<file path="src/rtl/lrupr_pkg.sv">
// Package for the LRU frame table: constants, controller states and the
// command and status structs between controller and datapath. No dependencies.
`default_nettype none

package lrupr_pkg;

  localparam int FRAMES_DEF    = 16;
  localparam int PAGE_BITS_DEF = 16;
  localparam int CFG_W         = 5;
  localparam int FRAME_IDX_W   = 4;
  localparam int FAULT_W       = 32;

  localparam logic [CFG_W-1:0] FRAMES_IN_USE_RST = 5'd16;

  typedef enum logic [1:0] {
    ST_IDLE,
    ST_LOOK,
    ST_SCAN,
    ST_UPDATE
  } lrupr_state_e;

  typedef struct packed {
    logic capture;
    logic look;
    logic scan;
    logic update;
  } lrupr_cmd_t;

  typedef struct packed {
    logic resolved;
    logic scan_done;
  } lrupr_status_t;

endpackage

`default_nettype wire

</file>
<file path="src/rtl/lrupr_ctrl.sv">
// Controller state machine of the LRU frame table.
// Depends on lrupr_pkg; drives the datapath through lrupr_cmd_t.
`default_nettype none

module lrupr_ctrl
  import lrupr_pkg::*;
(
  input  wire logic          clk_i,
  input  wire logic          rst_ni,
  input  wire logic          start_i,
  input  wire lrupr_status_t status_i,
  output lrupr_cmd_t         cmd_o,
  output logic               busy_o
);

  lrupr_state_e state_q, state_d;

  always_comb begin
    state_d = state_q;
    unique case (state_q)
      ST_IDLE: begin
        if (start_i) state_d = ST_LOOK;
      end
      ST_LOOK: begin
        state_d = status_i.resolved ? ST_UPDATE : ST_SCAN;
      end
      ST_SCAN: begin
        if (status_i.scan_done) state_d = ST_UPDATE;
      end
      ST_UPDATE: begin
        state_d = ST_IDLE;
      end
      default: state_d = ST_IDLE;
    endcase
  end

  always_comb begin
    cmd_o  = '0;
    busy_o = 1'b1;
    unique case (state_q)
      ST_IDLE: begin
        busy_o        = 1'b0;
        cmd_o.capture = start_i;
      end
      ST_LOOK:   cmd_o.look   = 1'b1;
      ST_SCAN:   cmd_o.scan   = 1'b1;
      ST_UPDATE: cmd_o.update = 1'b1;
      default:   busy_o       = 1'b1;
    endcase
  end

  always_ff @(posedge clk_i or negedge rst_ni) begin
    if (!rst_ni) begin
      state_q <= ST_IDLE;
    end else begin
      state_q <= state_d;
    end
  end

endmodule

`default_nettype wire

</file>
<file path="src/rtl/lrupr_dp.sv">
// Datapath of the LRU frame table: frame tags, valid bits, recency ranks,
// fault counter and the frames_in_use register. Depends on lrupr_pkg.
`default_nettype none

module lrupr_dp
  import lrupr_pkg::*;
#(
  parameter int FRAMES    = FRAMES_DEF,
  parameter int PAGE_BITS = PAGE_BITS_DEF
) (
  input  wire logic                   clk_i,
  input  wire logic                   rst_ni,
  input  wire lrupr_cmd_t             cmd_i,
  output lrupr_status_t               status_o,
  input  wire logic                   cfg_we_i,
  input  wire logic [CFG_W-1:0]       cfg_wdata_i,
  input  wire logic [PAGE_BITS-1:0]   page_number_i,
  output logic                        done_o,
  output logic                        hit_o,
  output logic [FRAME_IDX_W-1:0]      frame_index_o,
  output logic                        filled_empty_o,
  output logic [FAULT_W-1:0]          fault_total_o
);

  localparam int IW = (FRAMES > 1) ? $clog2(FRAMES) : 1;
  localparam int CW = $clog2(FRAMES + 1);
  localparam logic [IW-1:0] RANK_MAX = IW'(FRAMES - 1);

  logic [CFG_W-1:0]     frames_in_use_q;
  logic [PAGE_BITS-1:0] page_q;
  logic [PAGE_BITS-1:0] pages_q [FRAMES];
  logic [FRAMES-1:0]    valid_q;
  logic [IW-1:0]        rank_q  [FRAMES];
  logic [FAULT_W-1:0]   fault_q;
  logic                 hit_q, filled_q, nolimit_q, done_q;
  logic [IW-1:0]        frame_q;
  logic [IW-1:0]        limit_q;
  logic [CW-1:0]        scan_q;

  logic [6:0]           cfg_ext, n_ext;
  logic [CW-1:0]        n_eff;
  logic [FRAMES-1:0]    act, match, empty;
  logic                 any_match, any_empty, seen_m, seen_e;
  logic [IW-1:0]        m_idx, e_idx, m_rank, scan_rank;
  logic                 scan_done;

  always_comb begin
    cfg_ext = 7'(frames_in_use_q);
    if (cfg_ext == 7'd0) begin
      n_ext = 7'd1;
    end else if (cfg_ext > 7'(FRAMES)) begin
      n_ext = 7'(FRAMES);
    end else begin
      n_ext = cfg_ext;
    end
    n_eff = CW'(n_ext);
  end

  always_comb begin
    match     = '0;
    empty     = '0;
    seen_m    = 1'b0;
    seen_e    = 1'b0;
    m_idx     = '0;
    e_idx     = '0;
    m_rank    = '0;
    for (int i = 0; i < FRAMES; i++) begin
      act[i]   = (CW'(i) < n_eff);
      match[i] = act[i] & valid_q[i] & (pages_q[i] == page_q);
      empty[i] = act[i] & ~valid_q[i];
      if (match[i] && !seen_m) begin
        m_idx  = IW'(i);
        m_rank = rank_q[i];
      end
      if (empty[i] && !seen_e) begin
        e_idx = IW'(i);
      end
      seen_m = seen_m | match[i];
      seen_e = seen_e | empty[i];
    end
    any_match = seen_m;
    any_empty = seen_e;
  end

  assign scan_done          = (scan_q >= n_eff);
  assign scan_rank          = rank_q[scan_q[IW-1:0]];
  assign status_o.resolved  = any_match | any_empty;
  assign status_o.scan_done = scan_done;

  // Control state: configuration, valid bits, ranks, fault count, scan count.
  always_ff @(posedge clk_i or negedge rst_ni) begin
    if (!rst_ni) begin
      frames_in_use_q <= FRAMES_IN_USE_RST;
      valid_q         <= '0;
      fault_q         <= '0;
      done_q          <= 1'b0;
      scan_q          <= '0;
      for (int i = 0; i < FRAMES; i++) begin
        rank_q[i] <= '0;
      end
    end else begin
      done_q <= cmd_i.update;
      if (cfg_we_i) begin
        frames_in_use_q <= cfg_wdata_i;
      end
      if (cmd_i.look) begin
        scan_q <= CW'(1);
      end else if (cmd_i.scan && !scan_done) begin
        scan_q <= scan_q + CW'(1);
      end
      if (cmd_i.update) begin
        for (int i = 0; i < FRAMES; i++) begin
          if (IW'(i) == frame_q) begin
            rank_q[i] <= '0;
          end else if (act[i] && valid_q[i] && (nolimit_q || rank_q[i] < limit_q) &&
                       rank_q[i] < RANK_MAX) begin
            rank_q[i] <= rank_q[i] + IW'(1);
          end
        end
        if (!hit_q) begin
          valid_q[frame_q] <= 1'b1;
          if (fault_q != '1) begin
            fault_q <= fault_q + FAULT_W'(1);
          end
        end
      end
    end
  end

  // Payload: the referenced page, frame tags and the working result.
  always_ff @(posedge clk_i) begin
    if (cmd_i.capture) begin
      page_q <= page_number_i;
    end
    if (cmd_i.look) begin
      hit_q     <= any_match;
      filled_q  <= ~any_match & any_empty;
      nolimit_q <= ~any_match & any_empty;
      frame_q   <= any_match ? m_idx : (any_empty ? e_idx : '0);
      limit_q   <= any_match ? m_rank : rank_q[0];
    end else if (cmd_i.scan && !scan_done) begin
      if (scan_rank > limit_q) begin
        limit_q <= scan_rank;
        frame_q <= scan_q[IW-1:0];
      end
    end
    if (cmd_i.update && !hit_q) begin
      for (int i = 0; i < FRAMES; i++) begin
        if (IW'(i) == frame_q) begin
          pages_q[i] <= page_q;
        end
      end
    end
  end

  assign done_o         = done_q;
  assign hit_o          = hit_q;
  assign filled_empty_o = filled_q;
  assign frame_index_o  = FRAME_IDX_W'(frame_q);
  assign fault_total_o  = fault_q;

endmodule

`default_nettype wire

</file>
<file path="src/rtl/lru_page_replacement.sv">
// Top level of the LRU frame table: controller plus datapath.
// Depends on lrupr_pkg, lrupr_ctrl and lrupr_dp.
//
// Each item is one page reference, given on page_number_i and taken at a
// rising edge with start_i high and busy_o low. The result appears on hit_o,
// frame_index_o, filled_empty_o and fault_total_o, marked by done_o high for
// exactly one cycle; the receiver cannot stall, and the outputs hold the
// result only until the next item updates them. A hit or a fill of an empty
// frame goes from the look step to the update step; a replacement passes
// through a scan step between them, where the least recently used frame is
// found by a scan that reads one recency rank per cycle. done_o follows the
// update step; a new item may be started in the cycle that done_o is high.
// The user must write frames_in_use through cfg_we_i and cfg_wdata_i only
// while idle; the block itself does not enforce this. 0 acts as 1 and values
// above FRAMES act as FRAMES. Reset empties every frame, clears ranks and
// the fault count, and sets frames_in_use to 16: no clearing pass is needed.
`default_nettype none

module lru_page_replacement
  import lrupr_pkg::*;
#(
  parameter int FRAMES    = FRAMES_DEF,
  parameter int PAGE_BITS = PAGE_BITS_DEF
) (
  input  wire logic                   clk_i,
  input  wire logic                   rst_ni,
  input  wire logic                   start_i,
  output logic                        busy_o,
  input  wire logic [PAGE_BITS-1:0]   page_number_i,
  input  wire logic                   cfg_we_i,
  input  wire logic [CFG_W-1:0]       cfg_wdata_i,
  output logic                        done_o,
  output logic                        hit_o,
  output logic [FRAME_IDX_W-1:0]      frame_index_o,
  output logic                        filled_empty_o,
  output logic [FAULT_W-1:0]          fault_total_o
);

  lrupr_cmd_t    cmd;
  lrupr_status_t status;

  lrupr_ctrl u_ctrl (
    .clk_i    (clk_i),
    .rst_ni   (rst_ni),
    .start_i  (start_i),
    .status_i (status),
    .cmd_o    (cmd),
    .busy_o   (busy_o)
  );

  lrupr_dp #(
    .FRAMES    (FRAMES),
    .PAGE_BITS (PAGE_BITS)
  ) u_dp (
    .clk_i          (clk_i),
    .rst_ni         (rst_ni),
    .cmd_i          (cmd),
    .status_o       (status),
    .cfg_we_i       (cfg_we_i),
    .cfg_wdata_i    (cfg_wdata_i),
    .page_number_i  (page_number_i),
    .done_o         (done_o),
    .hit_o          (hit_o),
    .frame_index_o  (frame_index_o),
    .filled_empty_o (filled_empty_o),
    .fault_total_o  (fault_total_o)
  );

endmodule

`default_nettype wire

</file>
<file path="config.mk">
export PLATFORM = sky130hd
export DESIGN_NAME = lru_page_replacement
export DESIGN_NICKNAME = d
export VERILOG_FILES = /design/src/rtl/lrupr_pkg.sv /design/src/rtl/lrupr_ctrl.sv /design/src/rtl/lrupr_dp.sv /design/src/rtl/lru_page_replacement.sv
export SDC_FILE = /design/constraint.sdc
export NUM_CORES = 1
export LEC_CHECK = 0
export ABC_AREA = 0
export CAP_MARGIN = 20
export CORE_MARGIN = 8
export CORE_UTILIZATION = 30
export CTS_BUF_LIST = sky130_fd_sc_hd__clkbuf_2
export DETAILED_ROUTE_END_ITERATION = 12
export DONT_BUFFER_PORTS = 1
export HOLD_SLACK_MARGIN = 0.1
export PLACE_DENSITY = 0.53
export SLEW_MARGIN = 5
export SYNTH_ARGS = -nofsm -noshare
export SYNTH_HDL_FRONTEND = slang
export SYNTH_SLANG_ARGS = --single-unit
</file>
<file path="constraint.sdc">
create_clock -name clk_i -period 4.55 [get_ports clk_i]
set_input_delay 0.2275 -clock clk_i [delete_from_list [all_inputs] [get_ports clk_i]]
set_output_delay 0.2275 -clock clk_i [all_outputs]
set_load 0.02 [all_outputs]
</file>
==> metrics.txt <==
layout cells sized above 1 14.7%; count leader, synth edfxtp_1; post-synth top area share 38.8%; register bit total from synthesis 407; post-route cell area 24,700 sq um; actual slew at the worst max-slew pin 0.947 ns; Pwr Total 11.7 mW; max_cap viols 0; # IOs 65; R2R depth 8; RSZ-0062 raised after global routing false; port bufs 0; first-pass GRT wire length 98.9 mm; Starting DRT DRC Count 1,363; Sw Share 40.1%; part of the cycle the worst path needs 87.5%; top cells by area, synth edfxtp_1 39%, dfrtp_1 14%, xnor2_1 7.3%; synthesis-to-layout area growth 13.2%; Post-CTS Setup Inserts 0; post-synthesis sequential area ratio 53.2%; # rows 99; kind of critical path reg2reg; CTS Buf Count 106; CP max FO 22; antenna viol nets, final 0; predominant post-synthesis flop cell edfxtp_1; Synth top cells by count 282 x edfxtp_1, 183 x xnor2_1, 174 x nand2_1; Reg-to-Reg End u_dp.hit_o$_DFFE_PP_; Die Ht 286 um; Worst-Skew Late Latency 1.18 ns; Comb power frac 32.7%; Final Critical Period 3.98 ns; Crit path required time 5.32 ns; Async SR Flop Fraction 30.7%; Slew Limit Headroom 35.2%; Total Routing Usage GR 15.7%; Core Box Area 72,500 sq um; Clk pwr share 20.8%; PD cells 474 nW/um^2; total internal power 7.01 mW; cells after synthesis 1,868; count of final max-slew check failures 0; Die Span X 286 um; nets@finish 2,135; Seq pwr share 46.5%; CP Data Arrival Time 4.75 ns; Hold Crit Class in2reg; Worst R2R Setup Slack 0.57 ns; CTS tree yes; Worst Hold Path EP u_dp.page_q[7]$_DFFE_PP_; Avg Vias per Cell 5.19; f_max 0.251 GHz; post-synth cell types 95; Yosys top cell by area edfxtp_1; die area 81,600 sq um; leak pwr 9.31 nW; root buf cell clkbuf_2; # DRC 0; critical path launch point type flop; syn avg cell area 11.7 sq um; syn_nets 1,973; worst min-delay path startpoint page_number_i[7]; Reg clk slew, reported paths 0.11 ns; drt pass-1 iters 8; GRT overflow 0; setup_tns 0 ns; Setup-failing EPs final 0; kind of end point of the critical path flop; initial antenna violation count 6; EDFF count, synth 282; Worst R2R Start u_dp.page_q[6]$_DFFE_PP_; via count 15,900; Clock Sinks 407; vias in the first global route 15,900; routed len/inst 21.4 um; HPWL Detailed 46.0 mm; hold path cells 2; largest net degree at the start of global routing 126; Total Wirelength 65.4 mm; status finished, final reports clean; area of placed instances 23,200 sq um; worst-case clock buffer depth 3; Fin. Hold Viols 0; gpl congestion 0.916; peak supply drop 0.194 mV; number of H-tree levels 3; Psw 4.69 mW; Synth Warn # 0; Initial Utilization 30.1%; mapped cell area 21,800 sq um; Setup Skew 0.114 ns
==> cell type report <==
cell class,instances,area [sq um]
repair buffers,123,1140
multi-input cells,1343,9700
well taps,959,1200
diodes,8,20.0
fillers,7324,47800
inverters,49,184
flip-flops and latches,407,11600
clock buffers,148,741
clock inverters,25,116
==> repair_timing <==
item | in CTS | in global routing
endpoints found under the hold margin | 164 | 1
gates resized for setup | 0 | 0
hold buffers | 57 | 1
==> worst max-delay path, stage by stage, from the launching register on <==
cell and delay [ns]:
edfxtp_1 0.84, buf_4 0.49, xor2_1 0.25, nor4_1 0.08, nand4_1 0.18, or2_1 0.43
nand3_1 0.20, nor3_1 0.61, o2111ai_1 0.49
==> layer usage <==
layer	vias up	global-route usage [%]	wire, um
li1	7320	-	-
met1	7761	22.0	30000
met2	662	23.5	28500
met3	148	3.89	5120
met4	2	4.93	1870
met5	-	0	14
==> flip-flops by register name, summed over array words and instances (netlist names) <==
register              flops
u_dp.rank_q              64
u_dp.hit_o                1
u_dp.scan_q               5
u_dp.fault_total_o       32
u_dp.frame_index_o        4
u_dp.pages_q            256
u_dp.limit_q              4
u_ctrl.state_q            2
u_dp.filled_empty_o       1
u_dp.valid_q             16
u_dp.frames_in_use_q      5
u_dp.done_o               1
u_dp.page_q              16
==> layout by cell type, fill, tap and decap left out, types with 6 or more instances in the layout <==
cell,instances
edfxtp_1,282
xnor2_1,183
nand2_1,174
clkbuf_2,148
dfrtp_1,124
xor2_1,111
nor2_1,98
ha_1,79
o21ai_0,78
nand4_1,68
buf_4,62
nand3_1,56
dlygate4sd3_1,56
nor4_1,47
inv_1,47
a21oi_1,42
a21o_1,37
nor3_1,34
nand2b_1,26
mux4_2,20
mux2_2,20
or2_2,19
clkinv_1,19
and3_1,18
a31oi_1,18
a22o_1,15
and4_1,14
or4_1,14
nor2b_1,10
diode_2,8
and2_1,8
o211a_1,8
o21ai_1,7
o211ai_1,7
mux2i_1,7
o2111ai_1,6
a211o_1,6
==> power groups by stage <==
stage / Clock, mW / Combinational [mW] / Sequential (mW)
finish: 2.43 / 3.82 / 5.44
global route: 2.73 / 4.25 / 5.50
CTS: 2.54 / 3.83 / 5.42
detailed placement: 0 / 3.73 / 5.50
global placement: 0 / 3.63 / 5.49
floorplan: 0 / 2.74 / 5.07
==> worst max path at each step <==
stage | slack (ns) | start | end | depth (start not counted)
floorplan | 1.01 | u_dp.scan_q[0]$_DFFE_PN0P_ | u_dp.frame_index_o[0]$_DFFE_PP_ | 13
CTS | 0.57 | u_dp.page_q[7]$_DFFE_PP_ | u_dp.frame_index_o[0]$_DFFE_PP_ | 10
detailed placement | 0.62 | u_dp.page_q[7]$_DFFE_PP_ | u_dp.frame_index_o[0]$_DFFE_PP_ | 10
global placement | 0.63 | u_dp.page_q[7]$_DFFE_PP_ | u_dp.frame_index_o[0]$_DFFE_PP_ | 10
finish | 0.57 | u_dp.page_q[6]$_DFFE_PP_ | u_dp.hit_o$_DFFE_PP_ | 8
global route | 0.36 | u_dp.page_q[7]$_DFFE_PP_ | u_dp.frame_index_o[0]$_DFFE_PP_ | 10
==> kinds of logic after synthesis <==
family | synth area share, %
AOI/OAI and AO/OA | 9.09
adders and majority gates | 4.59
buffers and inverters | 2.39
and+or+nand+nor | 15.2
xor gates and xnor gates | 12.1
muxes | 3.47
DFF | 53.2
==> metrics by stage <==
stage | utilization, % | worst slack (ns) | hold slack [ns] | instances
final | 34.1 | 0.567 | 0.229 | 3062
after global routing | 34.1 | 0.357 | 0.0803 | 3059
after CTS | 34.0 | 0.574 | 0.106 | 3053
after detailed placement | 32.0 | 0.618 | -0.0512 | 2823
after global placement | 32.0 | 0.628 | -0.0505 | 2823
after floorplan | - | 1.01 | -0.0681 | 1868
Power figures use the tool's default switching activity.
